===== src/hdl/rle_pkg.sv =====
package rle_pkg;

    localparam int MAX_PIECE  = 127;
    localparam int LIT_MAX    = 127;
    localparam int FIFO_DEPTH = 4;
    localparam int FIFO_AW    = $clog2(FIFO_DEPTH);

    localparam logic [7:0] RUN_FLAG = 8'h80;

    typedef enum logic
    {
        CMD_CLOSE,
        CMD_END
    } cmd_kind_t;

    typedef struct packed
    {
        cmd_kind_t  kind;
        logic [7:0] value;
        logic [6:0] len;
        logic       flag;
    } cmd_t;

endpackage


===== src/hdl/rle_front.sv =====
module rle_front
    import rle_pkg::*;
(
    input  logic       clk,
    input  logic       rst_n,
    input  logic       s_tvalid,
    output logic       s_tready,
    input  logic [7:0] s_tdata,   // data_byte[7:0]
    input  logic       s_tlast,
    output logic       push,
    output cmd_t       push_cmd,
    input  logic       full
);

    logic [7:0] rv_reg, rv_next;
    logic [6:0] rl_reg, rl_next;
    cmd_t       pend_reg [3];
    cmd_t       pend_next [3];
    logic [1:0] pn_reg, pn_next;

    logic       accept;
    logic       close1, close2, close3;
    logic [6:0] base_len, after_len;
    logic [7:0] nv;
    cmd_t       c1, c2, c3, ce;

    assign s_tready = (pn_reg == 2'd0);
    assign accept   = s_tvalid && s_tready;
    assign push     = (pn_reg != 2'd0) && !full;
    assign push_cmd = pend_reg[0];

    always_comb
    begin
        close1    = (rl_reg != 7'd0) && (s_tdata != rv_reg);
        base_len  = (rl_reg == 7'd0 || close1) ? 7'd1 : rl_reg + 7'd1;
        nv        = (rl_reg == 7'd0 || close1) ? s_tdata : rv_reg;
        close2    = (base_len == 7'(MAX_PIECE));
        after_len = close2 ? 7'd0 : base_len;
        close3    = s_tlast && (after_len != 7'd0);

        c1 = '{kind: CMD_CLOSE, value: rv_reg, len: rl_reg, flag: 1'b0};
        c2 = '{kind: CMD_CLOSE, value: nv, len: 7'(MAX_PIECE), flag: 1'b0};
        c3 = '{kind: CMD_CLOSE, value: nv, len: after_len, flag: 1'b0};
        ce = '{kind: CMD_END, value: 8'd0, len: 7'd0, flag: s_tlast};

        pend_next = pend_reg;
        pn_next   = pn_reg;
        rv_next   = rv_reg;
        rl_next   = rl_reg;

        if (accept)
        begin
            rv_next = nv;
            rl_next = s_tlast ? 7'd0 : after_len;
            pn_next = 2'd0;
            if (close1)
            begin
                pend_next[pn_next] = c1;
                pn_next = pn_next + 2'd1;
            end
            if (close2)
            begin
                pend_next[pn_next] = c2;
                pn_next = pn_next + 2'd1;
            end
            if (close3)
            begin
                pend_next[pn_next] = c3;
                pn_next = pn_next + 2'd1;
            end
            pend_next[pn_next] = ce;
            pn_next = pn_next + 2'd1;
        end
        else if (push)
        begin
            pend_next[0] = pend_reg[1];
            pend_next[1] = pend_reg[2];
            pn_next = pn_reg - 2'd1;
        end
    end

    always_ff @(posedge clk or negedge rst_n)
    begin
        if (!rst_n)
        begin
            rv_reg <= '0;
            rl_reg <= '0;
            pn_reg <= '0;
        end
        else
        begin
            rv_reg <= rv_next;
            rl_reg <= rl_next;
            pn_reg <= pn_next;
        end
    end

    always_ff @(posedge clk)
    begin
        pend_reg <= pend_next;
    end

endmodule


===== src/hdl/rle_cmd_fifo.sv =====
module rle_cmd_fifo
    import rle_pkg::*;
(
    input  logic clk,
    input  logic rst_n,
    input  logic push,
    input  cmd_t push_cmd,
    output logic full,
    input  logic pop,
    output cmd_t pop_cmd,
    output logic empty
);

    cmd_t               mem_reg [FIFO_DEPTH];
    logic [FIFO_AW-1:0] wp_reg, rp_reg;
    logic [FIFO_AW:0]   cnt_reg;

    assign full    = (cnt_reg == (FIFO_AW+1)'(FIFO_DEPTH));
    assign empty   = (cnt_reg == '0);
    assign pop_cmd = mem_reg[rp_reg];

    always_ff @(posedge clk)
    begin
        if (push)
        begin
            mem_reg[wp_reg] <= push_cmd;
        end
    end

    always_ff @(posedge clk or negedge rst_n)
    begin
        if (!rst_n)
        begin
            wp_reg  <= '0;
            rp_reg  <= '0;
            cnt_reg <= '0;
        end
        else
        begin
            if (push)
            begin
                wp_reg <= wp_reg + 1'b1;
            end
            if (pop)
            begin
                rp_reg <= rp_reg + 1'b1;
            end
            if (push && !pop)
            begin
                cnt_reg <= cnt_reg + 1'b1;
            end
            else if (pop && !push)
            begin
                cnt_reg <= cnt_reg - 1'b1;
            end
        end
    end

endmodule


===== src/hdl/rle_back.sv =====
module rle_back
    import rle_pkg::*;
(
    input  logic        clk,
    input  logic        rst_n,
    input  logic        cmd_valid,
    input  cmd_t        cmd_in,
    output logic        pop,
    output logic        m_tvalid,
    input  logic        m_tready,
    output logic [71:0] m_tdata,   // packed_bytes[63:0], byte_count[67:64], zero[71:68]
    output logic        m_tlast,
    output logic        m_tuser    // block_done
);

    typedef enum logic [2:0]
    {
        ST_IDLE,
        ST_LIT2,
        ST_RUN_HDR,
        ST_RUN_VAL,
        ST_FLUSH_HDR,
        ST_FLUSH_DAT,
        ST_STEP_END
    } state_t;

    state_t      state_reg, state_next;
    state_t      ret_reg, ret_next;
    cmd_t        cmd_reg, cmd_next;
    logic [6:0]  lit_reg, lit_next;
    logic [6:0]  idx_reg, idx_next;
    logic [63:0] word_reg, word_next;
    logic [3:0]  wcnt_reg, wcnt_next;
    logic        mv_reg, mv_next;
    logic [71:0] md_reg, md_next;
    logic        ml_reg, ml_next;
    logic        mu_reg, mu_next;
    logic [7:0]  rd_reg;
    logic [7:0]  lit_mem [LIT_MAX];

    logic        out_free, byte_ok;
    logic        push_byte;
    logic [7:0]  push_val;
    logic        out_load, out_last, out_done;
    logic        mem_we;
    logic [7:0]  mem_wdata;

    assign out_free = !mv_reg || m_tready;
    assign byte_ok  = (wcnt_reg != 4'd8) || out_free;
    assign m_tvalid = mv_reg;
    assign m_tdata  = md_reg;
    assign m_tlast  = ml_reg;
    assign m_tuser  = mu_reg;

    always_comb
    begin
        state_next = state_reg;
        ret_next   = ret_reg;
        cmd_next   = cmd_reg;
        lit_next   = lit_reg;
        idx_next   = idx_reg;
        word_next  = word_reg;
        wcnt_next  = wcnt_reg;
        pop        = 1'b0;
        push_byte  = 1'b0;
        push_val   = 8'd0;
        out_load   = 1'b0;
        out_last   = 1'b0;
        out_done   = 1'b0;
        mem_we     = 1'b0;
        mem_wdata  = cmd_reg.value;

        unique case (state_reg)
            ST_IDLE:
            begin
                if (cmd_valid)
                begin
                    pop      = 1'b1;
                    cmd_next = cmd_in;
                    if (cmd_in.kind == CMD_CLOSE)
                    begin
                        if (cmd_in.len > 7'd2)
                        begin
                            state_next = (lit_reg != 7'd0) ? ST_FLUSH_HDR : ST_RUN_HDR;
                            ret_next   = ST_RUN_HDR;
                        end
                        else
                        begin
                            mem_we    = 1'b1;
                            mem_wdata = cmd_in.value;
                            lit_next  = lit_reg + 7'd1;
                            ret_next  = (cmd_in.len == 7'd2) ? ST_LIT2 : ST_IDLE;
                            state_next = (lit_next == 7'(LIT_MAX)) ? ST_FLUSH_HDR : ret_next;
                        end
                    end
                    else
                    begin
                        ret_next   = ST_STEP_END;
                        state_next = (cmd_in.flag && lit_reg != 7'd0) ? ST_FLUSH_HDR
                                                                      : ST_STEP_END;
                    end
                end
            end
            ST_LIT2:
            begin
                mem_we     = 1'b1;
                lit_next   = lit_reg + 7'd1;
                ret_next   = ST_IDLE;
                state_next = (lit_next == 7'(LIT_MAX)) ? ST_FLUSH_HDR : ST_IDLE;
            end
            ST_RUN_HDR:
            begin
                if (byte_ok)
                begin
                    push_byte  = 1'b1;
                    push_val   = RUN_FLAG | {1'b0, cmd_reg.len};
                    state_next = ST_RUN_VAL;
                end
            end
            ST_RUN_VAL:
            begin
                if (byte_ok)
                begin
                    push_byte  = 1'b1;
                    push_val   = cmd_reg.value;
                    state_next = ST_IDLE;
                end
            end
            ST_FLUSH_HDR:
            begin
                if (byte_ok)
                begin
                    push_byte  = 1'b1;
                    push_val   = {1'b0, lit_reg};
                    state_next = ST_FLUSH_DAT;
                end
            end
            ST_FLUSH_DAT:
            begin
                if (byte_ok)
                begin
                    push_byte = 1'b1;
                    push_val  = rd_reg;
                    if (idx_reg == lit_reg - 7'd1)
                    begin
                        lit_next   = 7'd0;
                        idx_next   = 7'd0;
                        state_next = ret_reg;
                    end
                    else
                    begin
                        idx_next = idx_reg + 7'd1;
                    end
                end
            end
            ST_STEP_END:
            begin
                if (wcnt_reg == 4'd0)
                begin
                    state_next = ST_IDLE;
                end
                else if (out_free)
                begin
                    out_load   = 1'b1;
                    out_last   = 1'b1;
                    out_done   = cmd_reg.flag;
                    wcnt_next  = 4'd0;
                    state_next = ST_IDLE;
                end
            end
            default:
            begin
                state_next = ST_IDLE;
            end
        endcase

        if (push_byte)
        begin
            if (wcnt_reg == 4'd8 || wcnt_reg == 4'd0)
            begin
                out_load  = (wcnt_reg == 4'd8);
                word_next = {56'd0, push_val};
                wcnt_next = 4'd1;
            end
            else
            begin
                word_next[wcnt_reg[2:0]*8 +: 8] = push_val;
                wcnt_next = wcnt_reg + 4'd1;
            end
        end

        mv_next = mv_reg && !m_tready;
        md_next = md_reg;
        ml_next = ml_reg;
        mu_next = mu_reg;
        if (out_load)
        begin
            mv_next = 1'b1;
            md_next = {4'd0, wcnt_reg, word_reg};
            ml_next = out_last;
            mu_next = out_done;
        end
    end

    always_ff @(posedge clk)
    begin
        if (mem_we)
        begin
            lit_mem[lit_reg] <= mem_wdata;
        end
        rd_reg <= lit_mem[idx_next];
    end

    always_ff @(posedge clk or negedge rst_n)
    begin
        if (!rst_n)
        begin
            state_reg <= ST_IDLE;
            ret_reg   <= ST_IDLE;
            lit_reg   <= '0;
            idx_reg   <= '0;
            wcnt_reg  <= '0;
            mv_reg    <= 1'b0;
        end
        else
        begin
            state_reg <= state_next;
            ret_reg   <= ret_next;
            lit_reg   <= lit_next;
            idx_reg   <= idx_next;
            wcnt_reg  <= wcnt_next;
            mv_reg    <= mv_next;
        end
    end

    always_ff @(posedge clk)
    begin
        cmd_reg  <= cmd_next;
        word_reg <= word_next;
        md_reg   <= md_next;
        ml_reg   <= ml_next;
        mu_reg   <= mu_next;
    end

endmodule


===== src/hdl/rle_run_literal_encoder.sv =====
// Channel  Dir  tdata                                  tlast        tuser
// s        in   data_byte[7:0]                         block_end    -
// m        out  packed_bytes[63:0], byte_count[67:64]  step_end     block_done
//
// Front takes one byte, then pushes each queued command (one to three) into the
// queue before it takes the next byte; pushes wait while the queue is full.
// Back takes each command in ST_IDLE and emits encoded bytes in the run and flush
// states; ST_LIT2 writes the second literal of a pair, ST_STEP_END ends a step.
// Four-entry command queue parts front and back; either stalls alone.
// Reset clears control state only; the literal memory needs no clearing pass.
module rle_run_literal_encoder
    import rle_pkg::*;
(
    input  logic        clk,
    input  logic        rst_n,
    input  logic        s_tvalid,
    output logic        s_tready,
    input  logic [7:0]  s_tdata,   // data_byte[7:0]
    input  logic        s_tlast,
    output logic        m_tvalid,
    input  logic        m_tready,
    output logic [71:0] m_tdata,   // packed_bytes[63:0], byte_count[67:64], zero[71:68]
    output logic        m_tlast,
    output logic        m_tuser    // block_done
);

    logic push, full, pop, empty;
    cmd_t push_cmd, pop_cmd;

    rle_front u_front
    (
        .clk      (clk),
        .rst_n    (rst_n),
        .s_tvalid (s_tvalid),
        .s_tready (s_tready),
        .s_tdata  (s_tdata),
        .s_tlast  (s_tlast),
        .push     (push),
        .push_cmd (push_cmd),
        .full     (full)
    );

    rle_cmd_fifo u_fifo
    (
        .clk      (clk),
        .rst_n    (rst_n),
        .push     (push),
        .push_cmd (push_cmd),
        .full     (full),
        .pop      (pop),
        .pop_cmd  (pop_cmd),
        .empty    (empty)
    );

    rle_back u_back
    (
        .clk       (clk),
        .rst_n     (rst_n),
        .cmd_valid (!empty),
        .cmd_in    (pop_cmd),
        .pop       (pop),
        .m_tvalid  (m_tvalid),
        .m_tready  (m_tready),
        .m_tdata   (m_tdata),
        .m_tlast   (m_tlast),
        .m_tuser   (m_tuser)
    );

endmodule


===== config.mk =====
export PLATFORM = sky130hd
export DESIGN_NAME = rle_run_literal_encoder
export DESIGN_NICKNAME = d
export VERILOG_FILES = /design/src/hdl/rle_pkg.sv /design/src/hdl/rle_front.sv /design/src/hdl/rle_cmd_fifo.sv /design/src/hdl/rle_back.sv /design/src/hdl/rle_run_literal_encoder.sv
export SDC_FILE = /design/constraint.sdc
export NUM_CORES = 1
export LEC_CHECK = 0
export ABC_CLOCK_PERIOD_IN_PS = 4700
export BUFFER_PORTS_ARGS = -buffer_cell sky130_fd_sc_hd__buf_2
export CORE_MARGIN = 1
export CORE_UTILIZATION = 40
export DETAILED_ROUTE_END_ITERATION = 7
export PLACE_DENSITY_LB_ADDON = 0.15
export SETUP_SLACK_MARGIN = 0.4
export SLEW_MARGIN = 5
export SYNTH_ARGS = -nofsm -noshare
export SYNTH_HDL_FRONTEND = slang
export SYNTH_SLANG_ARGS = --single-unit

===== constraint.sdc =====
create_clock -name clk -period 4.7 [get_ports clk]
set_input_delay 0 -clock clk [delete_from_list [all_inputs] [get_ports clk]]
set_output_delay 0 -clock clk [all_outputs]
set_load 0.005 [all_outputs]

Yosys cells after proc, flatten, opt, wreduce, memory -nomap -nowiden
Memory sizes are Yosys's and may differ from the RTL's. A register that Yosys moved wholly into a read port is not among the register bits.
Cells that the tools add are included.
- add/sub/neg operators: 14
- $lt $le $gt $ge: 7
- eq/ne operators: 24
- shift-type cells: 2
- multiplexer cells: 94
- bitwise operators: 6
- reduce and logical (&&, ||, !) cells: 42
- operators by type and width (kind ; number):
    $mux W51 ; 4
    $bwmux W51 ; 3
    $demux W17 S2 ; 3
    $mux W17 ; 5
    $mux W7 ; 12
    $mux W8 ; 9
    $mux W34 ; 2
    $bwmux W64 ; 1
    $shift A8 B34 Y64 const A ; 1
    $shiftx A8 B34 Y64 ; 1
    $mux W3 ; 18
    $neg A6 Y34 ; 1
    $pmux W8 S4 ; 1
    $add A7 B1 Y7 const B ; 3
    $pmux W3 S7 ; 1
    $pmux W7 S3 ; 1
    $reduce_bool A7 Y1 ; 3
    $mux W4 ; 5
    $mux W1 ; 19
    $mux W2 ; 8
    $eq A7 B7 Y1 const B ; 2
    $eq A3 B3 Y1 const B ; 4
    $ne A2 B1 Y1 const B ; 6
    $reduce_bool A2 Y1 ; 6
    36 further kinds ; 70
- register bits: 250
- memory bits (writable): 1084
- input bits: 13
- output and inout port bits: 76
- word-level logic and storage cells: 223
- memories kept: 2
- memory list (name ; words ; width ; read ports ; clocked after Yosys merged registers in ; wr ports ; line ; RTL):
    u_back.lit_mem ; 127 ; 8 ; 1 ; 1 ; 1 ; rle_back.sv:39 ; logic [7:0] lit_mem [LIT_MAX];
    u_fifo.mem_reg ; 4 ; 17 ; 1 ; 0 ; 1 ; rle_cmd_fifo.sv:14 ; cmd_t mem_reg [FIFO_DEPTH];

Depth between registers and ports, before layout
- depth in word-level cells: 17
- depth in mapped cells: 18
- depth with buffers taken out: 14

Modules after synthesis
A second synthesis with hierarchy kept.
- cells, all modules: 3855
- area, all modules: 56246.4 um^2
- modules (own cells, without submodules) (module ; times used ; cells an instance ; area an instance (um^2) ; sequential area each (um^2)):
    rle_back ; 1 ; 3332 ; 49286.0 ; 35799.3
    rle_front ; 1 ; 399 ; 4066.4 ; 1956.9
    rle_cmd_fifo ; 1 ; 123 ; 2890.3 ; 2217.1
    rle_run_literal_encoder ; 1 ; 1 ; 3.8 ; 0.0

Worst setup path after synthesis
Ideal clock, no wire load.
- path type: register -> register
- start: reg u_back.state_reg[1]
- end: mem u_back.lit_mem[107][0] (enable)
- setup time: 0.370 ns
- arrival time: 4.472 ns
- required time: 4.330 ns
- path slack: -0.142 ns
- stages on the path, launching flop included: 8
- buffers on the path: 2
- period minus slack after synthesis: 4.842 ns
- cells stage by stage: dfrtp_1 -> clkbuf_1 -> nor4_1 -> nand2_1 -> nand2_1 -> nand3_1 -> clkbuf_1 -> nor2_1
- word-level cells in the longest chain between the ends: 4
- elaborated cells between the ends (all ways): 5
- classes of those cells: 1 x eq/ne; 3 x mux; 1 x reduce/logical
- RTL lines (element ; line ; RTL):
    from (decl) ; rle_back.sv:27 ; state_t state_reg, state_next;
    from (signal assigned) ; rle_back.sv:227 ; state_reg <= state_next;
    $eq A3 B1 Y1 or $logic_not A3 Y1 (tied branches) ; rle_back.sv:73 ; unique case (state_reg)
    $pmux W1 S2 * ; rle_back.sv:73 ;
    $mux W1 * ; rle_back.sv:207 ; if (mem_we)
    $mux W1 (not written as such) * ; rle_back.sv:209 ; lit_mem[lit_reg] <= mem_wdata;
    to (decl) ; rle_back.sv:39 ;
Every way passes the cells marked *; elsewhere a longest branch is shown, timed or not.

Worst setup path after layout
- start: reg u_back.lit_reg[0]
- end: reg u_back.rd_reg[7] (read register of u_back.lit_mem)
- word-level cells in the longest chain between the ends: 5
- RTL lines (element ; line ; RTL):
    from (decl) ; rle_back.sv:30 ; logic [6:0] lit_reg, lit_next;
    from (signal assigned) ; rle_back.sv:229 ; lit_reg <= lit_next;
    $sub A7 B1 Y7 ; rle_back.sv:144 ; if (idx_reg == lit_reg - 7'd1)
    $eq A7 B7 Y1 ; rle_back.sv:144 ;
    $mux W7 ; rle_back.sv:144 ;
    $mux W7 ; rle_back.sv:140 ; if (byte_ok)
    $mux W7 ; rle_back.sv:73 ;
    to (decl) ; rle_back.sv:38 ; logic [7:0] rd_reg;
No other way between the ends.
A chain may end at the register's enable or synchronous reset.

==> impl_metrics.env <==
export IMPL_number_of_distinct_library_cells_after_synthesis=77
export IMPL_worst_pin_slew_ns=1.17
export IMPL_grt_antenna_before_repair=0
export IMPL_viasPerCell=5.54
export IMPL_min_path_type="input port to flop"
export IMPL_drt_total_wl_um=161000
export IMPL_synth_seq_area_share_pct=73.0
export IMPL_grt_start_max_net_pins=128
export IMPL_swShare_pct=39.4
export IMPL_cp_arrival_ns=4.95
export IMPL_ys_flop_type="sky130_fd_sc_hd__edfxtp_1"
export IMPL_total_power_consumption_mw=46.9
export IMPL_timing_critical_path_max_delay_family="compound AO/OA/AOI/OAI gates"
export IMPL_layout_nets=4528
export IMPL_power_ir_vdd_worst_uv=416
export IMPL_syn2layout_area_growth_pct=17.7
export IMPL_final_weighted_congestion_in_routability_driven_placement=0.888
export IMPL_fin_util_pct=47.5
export IMPL_drt_drc_violations_left=0
export IMPL_cell_internal_pwr_mw=28.4
export IMPL_h_tree_depth=4
export IMPL_hpwl_um=101000
export IMPL_tritoncts="built"
export IMPL_grt_usage_pct=23.1
export IMPL_rsz0062_at_grt="true"
export IMPL_run_status="completed"
export IMPL_top_level_ports=89
export IMPL_critPathSlowestCell="sky130_fd_sc_hd__a2111o_2"
export IMPL_p_leak_nw=22.5
export IMPL_ys_ff_latch=1342
export IMPL_clock_insertion_delay_worst_skew_ns=0.79
export IMPL_power_frac_comb_pct=40.0
export IMPL_report_final_hold_viol_count=0
export IMPL_detail_route_antenna_nets=0
export IMPL_dieArea_um2=138000
export IMPL_num_rows=135
export IMPL_antenna_cells=0
export IMPL_critical_path_type="flop to flop"
export IMPL_cp_buffers_inverters=5
export IMPL_tightest_slew_margin_relative_to_the_limit_pct=21.4
export IMPL_max_clock_path_buffers=3
export IMPL_io_buffer_count=84
export IMPL_clock_skew_ns=0.0237
export IMPL_asyncSetResetFlopFracSynth_pct=3.65
export IMPL_largest_reg_flops=1016
export IMPL_syn_mean_instance_area_um2=13.1
export IMPL_slew_violations=0
export IMPL_critical_path_startpoint_type="flop"
export IMPL_drive_above_1_share_pct=15.7
export IMPL_dieWidth_um=372
export IMPL_final_setup_viol_count=0
export IMPL_gate_count_after_technology_mapping=4167
export IMPL_cts_buffers_inserted=149
export IMPL_max_cap_violations=0
export IMPL_fill_cells=12094
export IMPL_fmax_ghz=0.235
export IMPL_layout_commonest_cell="sky130_fd_sc_hd__edfxtp_1"
export IMPL_worst_endpoint_required_ns=5.39
export IMPL_clock_tree_sinks=1342
export IMPL_gr_total_overflow=0
export IMPL_die_height_um=372
export IMPL_clock_tree_root_cell="sky130_fd_sc_hd__clkbuf_16"
export IMPL_path_clk_slew_ns=0.05
export IMPL_detailed_router_s_first_iteration_violation_count=3718
export IMPL_dr_total_vias=35352
export IMPL_layout_worst_path_cycle_share_pct=90.6
export IMPL_number_of_synthesized_flops_with_an_enable_pin=1285
export IMPL_synth_area_um2=54800
export IMPL_worst_path_max_fanout=25
export IMPL_power_switching_mw=18.5
export IMPL_p_clk_share_pct=23.7
export IMPL_drt_pass1_iter_count=6
export IMPL_period_needed_ns=4.26
export IMPL_final_cell_mix="sky130_fd_sc_hd__edfxtp_1 (1285), sky130_fd_sc_hd__nand2_1 (915), sky130_fd_sc_hd__nor2_1 (305), sky130_fd_sc_hd__buf_4 (266), sky130_fd_sc_hd__nand3_1 (245)"
export IMPL_core_area_um2=136000
export IMPL_synth_yosys_warnings=0
export IMPL_grt_pass1_wl_um=235000
export IMPL_initial_utilization_pct=40.4
export IMPL_share_seq_of_total_power_pct=36.3
export IMPL_crit_path_end_kind="flop"
export IMPL_grt_pass1_vias=33828
export IMPL_power_per_cell_area_nw_per_um2=728
export IMPL_crit_path_cell_trace="buf_4 > nor3_4 > nand4_1 > a41o_1 > a2111o_2 > a21oi_4 > buf_6 > buf_16 > buf_6 > buf_4 > nand2_1 > a21oi_2 > nor4_2 > a22oi_1 > nand4_1 > a21oi_1"
export IMPL_wl_per_cell_um=25.2
export IMPL_critPathMaxStageDelay_ns=0.60
-- cells in the mapped netlist, types with 5 or more instances --
cell type / count / area share (%)
sky130_fd_sc_hd__a211oi_1: 7 / 0.096
sky130_fd_sc_hd__a21o_1: 8 / 0.11
sky130_fd_sc_hd__a21oi_1: 241 / 2.2
sky130_fd_sc_hd__a22o_1: 12 / 0.19
sky130_fd_sc_hd__a22oi_1: 19 / 0.26
sky130_fd_sc_hd__a311oi_1: 7 / 0.11
sky130_fd_sc_hd__a31oi_1: 65 / 0.74
sky130_fd_sc_hd__a32oi_1: 18 / 0.29
sky130_fd_sc_hd__and2_1: 12 / 0.14
sky130_fd_sc_hd__and3_1: 8 / 0.091
sky130_fd_sc_hd__buf_1: 11 / 0.075
sky130_fd_sc_hd__buf_2: 60 / 0.55
sky130_fd_sc_hd__buf_4: 13 / 0.18
sky130_fd_sc_hd__clkbuf_1: 159 / 1.1
sky130_fd_sc_hd__dfrtp_1: 49 / 2.2
sky130_fd_sc_hd__dfxtp_1: 8 / 0.29
sky130_fd_sc_hd__edfxtp_1: 1285 / 70
sky130_fd_sc_hd__ha_1: 24 / 0.55
sky130_fd_sc_hd__inv_1: 30 / 0.21
sky130_fd_sc_hd__inv_2: 5 / 0.034
sky130_fd_sc_hd__mux2_2: 23 / 0.47
sky130_fd_sc_hd__mux2i_1: 136 / 2.5
sky130_fd_sc_hd__mux4_2: 19 / 0.78
sky130_fd_sc_hd__nand2_1: 917 / 6.3
sky130_fd_sc_hd__nand2b_1: 8 / 0.091
sky130_fd_sc_hd__nand3_1: 260 / 2.4
sky130_fd_sc_hd__nand3b_1: 5 / 0.069
sky130_fd_sc_hd__nand4_1: 80 / 0.91
sky130_fd_sc_hd__nor2_1: 337 / 2.3
sky130_fd_sc_hd__nor2b_1: 9 / 0.10
sky130_fd_sc_hd__nor3_1: 37 / 0.34
sky130_fd_sc_hd__nor4_1: 35 / 0.40
sky130_fd_sc_hd__nor4b_1: 5 / 0.080
sky130_fd_sc_hd__o21ai_0: 77 / 0.70
sky130_fd_sc_hd__o221ai_1: 6 / 0.096
sky130_fd_sc_hd__o22ai_1: 42 / 0.48
sky130_fd_sc_hd__o41ai_1: 13 / 0.21
sky130_fd_sc_hd__or3_1: 12 / 0.14
sky130_fd_sc_hd__xnor2_1: 9 / 0.14
sky130_fd_sc_hd__xor2_1: 21 / 0.34
-- logic make-up after synthesis --
| family | synth area share, % |
|---|---|
| adders and majority gates | 0.585 |
| muxes | 3.74 |
| xor gates and xnor gates | 0.480 |
| DFF | 73.0 |
| and+or+nand+nor | 13.6 |
| buffers and inverters | 2.14 |
| AOI/OAI and AO/OA | 6.42 |
| other | 0.00685 |
-- metrics by stage --
step	instance area, µm²	hold slack (ns)	std cells	setup slack (ns)	TNS [ns]
after floorplan	54800	-0.296	4170	0.0517	0
after global placement	59100	0.212	6085	-0.173	-0.224
after detailed placement	59100	0.213	6085	-0.164	-0.164
after CTS	64100	0.0208	6380	0.421	0
after global routing	64400	0.0931	6386	0.259	0
final	64400	0.0930	6386	0.444	0
-- layout make-up --
cell class / instances / area [µm²] / area share (%)
Timing Repair Buffer: 412 / 3470 / 5.39
Tap cell: 1781 / 2230 / 3.46
Clock buffer: 200 / 4040 / 6.26
Clock inverter: 66 / 526 / 0.816
Inverter: 36 / 148 / 0.229
Multi-Input combinational cell: 2549 / 14000 / 21.8
Sequential cell: 1342 / 40000 / 62.1
-- path summary, 6_finish.rpt --
path / startpoint / to / slack [ns] / depth (start not counted)
max in group asynchronous: rst_n / u_back.lit_reg[1] / 3.69 / 4
setup reg to reg: u_back.lit_reg[0] / u_back.rd_reg[7] / 0.44 / 16
hold reg to reg: u_back.word_reg[1] / u_back.m_tdata[1] / 0.42 / 0
setup / recovery: u_back.lit_reg[0] / u_back.rd_reg[7] / 0.44 / 16
hold / removal: s_tdata[7] / u_front.rv_reg[7] / 0.09 / 3
min in group asynchronous: rst_n / u_fifo.wp_reg[0] / 0.49 / 4
-- worst reg2reg max path, delay by kind of cell (launching register included) --
family	cells	cell delay, ns
buffers and inverters	5	1.07
AND/OR/NAND/NOR	5	0.96
flip-flops	1	0.37
AO/OA/AOI/OAI	6	1.77
-- per-layer routing --
| layer | routed length, µm | share of wire (%) | up-vias | global-route usage (%) |
|---|---|---|---|---|
| met5 | 0 | 0 | - | 0 |
| met4 | 4410 | 2.7 | 0 | 7.10 |
| met3 | 9280 | 5.8 | 227 | 3.82 |
| met2 | 73400 | 46 | 1154 | 34.9 |
| met1 | 74100 | 46 | 17880 | 34.1 |
| li1 | - | - | 16091 | - |
-- power by group through the flow --
stage          Clock [mW]  Combinational (mW)  Sequential [mW]
2_1_floorplan           0                10.0             17.0
3_3_place_gp            0                17.8             17.2
3_5_place_dp            0                17.9             17.3
4_1_cts              11.3                18.3             17.0
5_1_grt              11.7                20.0             17.2
6_report             11.1                18.7             17.0
-- repair_timing --
action,4_1_cts,5_1_grt
endpoints found under the setup margin,8,314
gates cloned,2,2
pin swaps,5,14
resized for setup,17,65
hold buffers,18,0
setup buffers,9,4
hold endpoints to repair,112,0
Note: power is estimated with default switching activity, not from simulation.
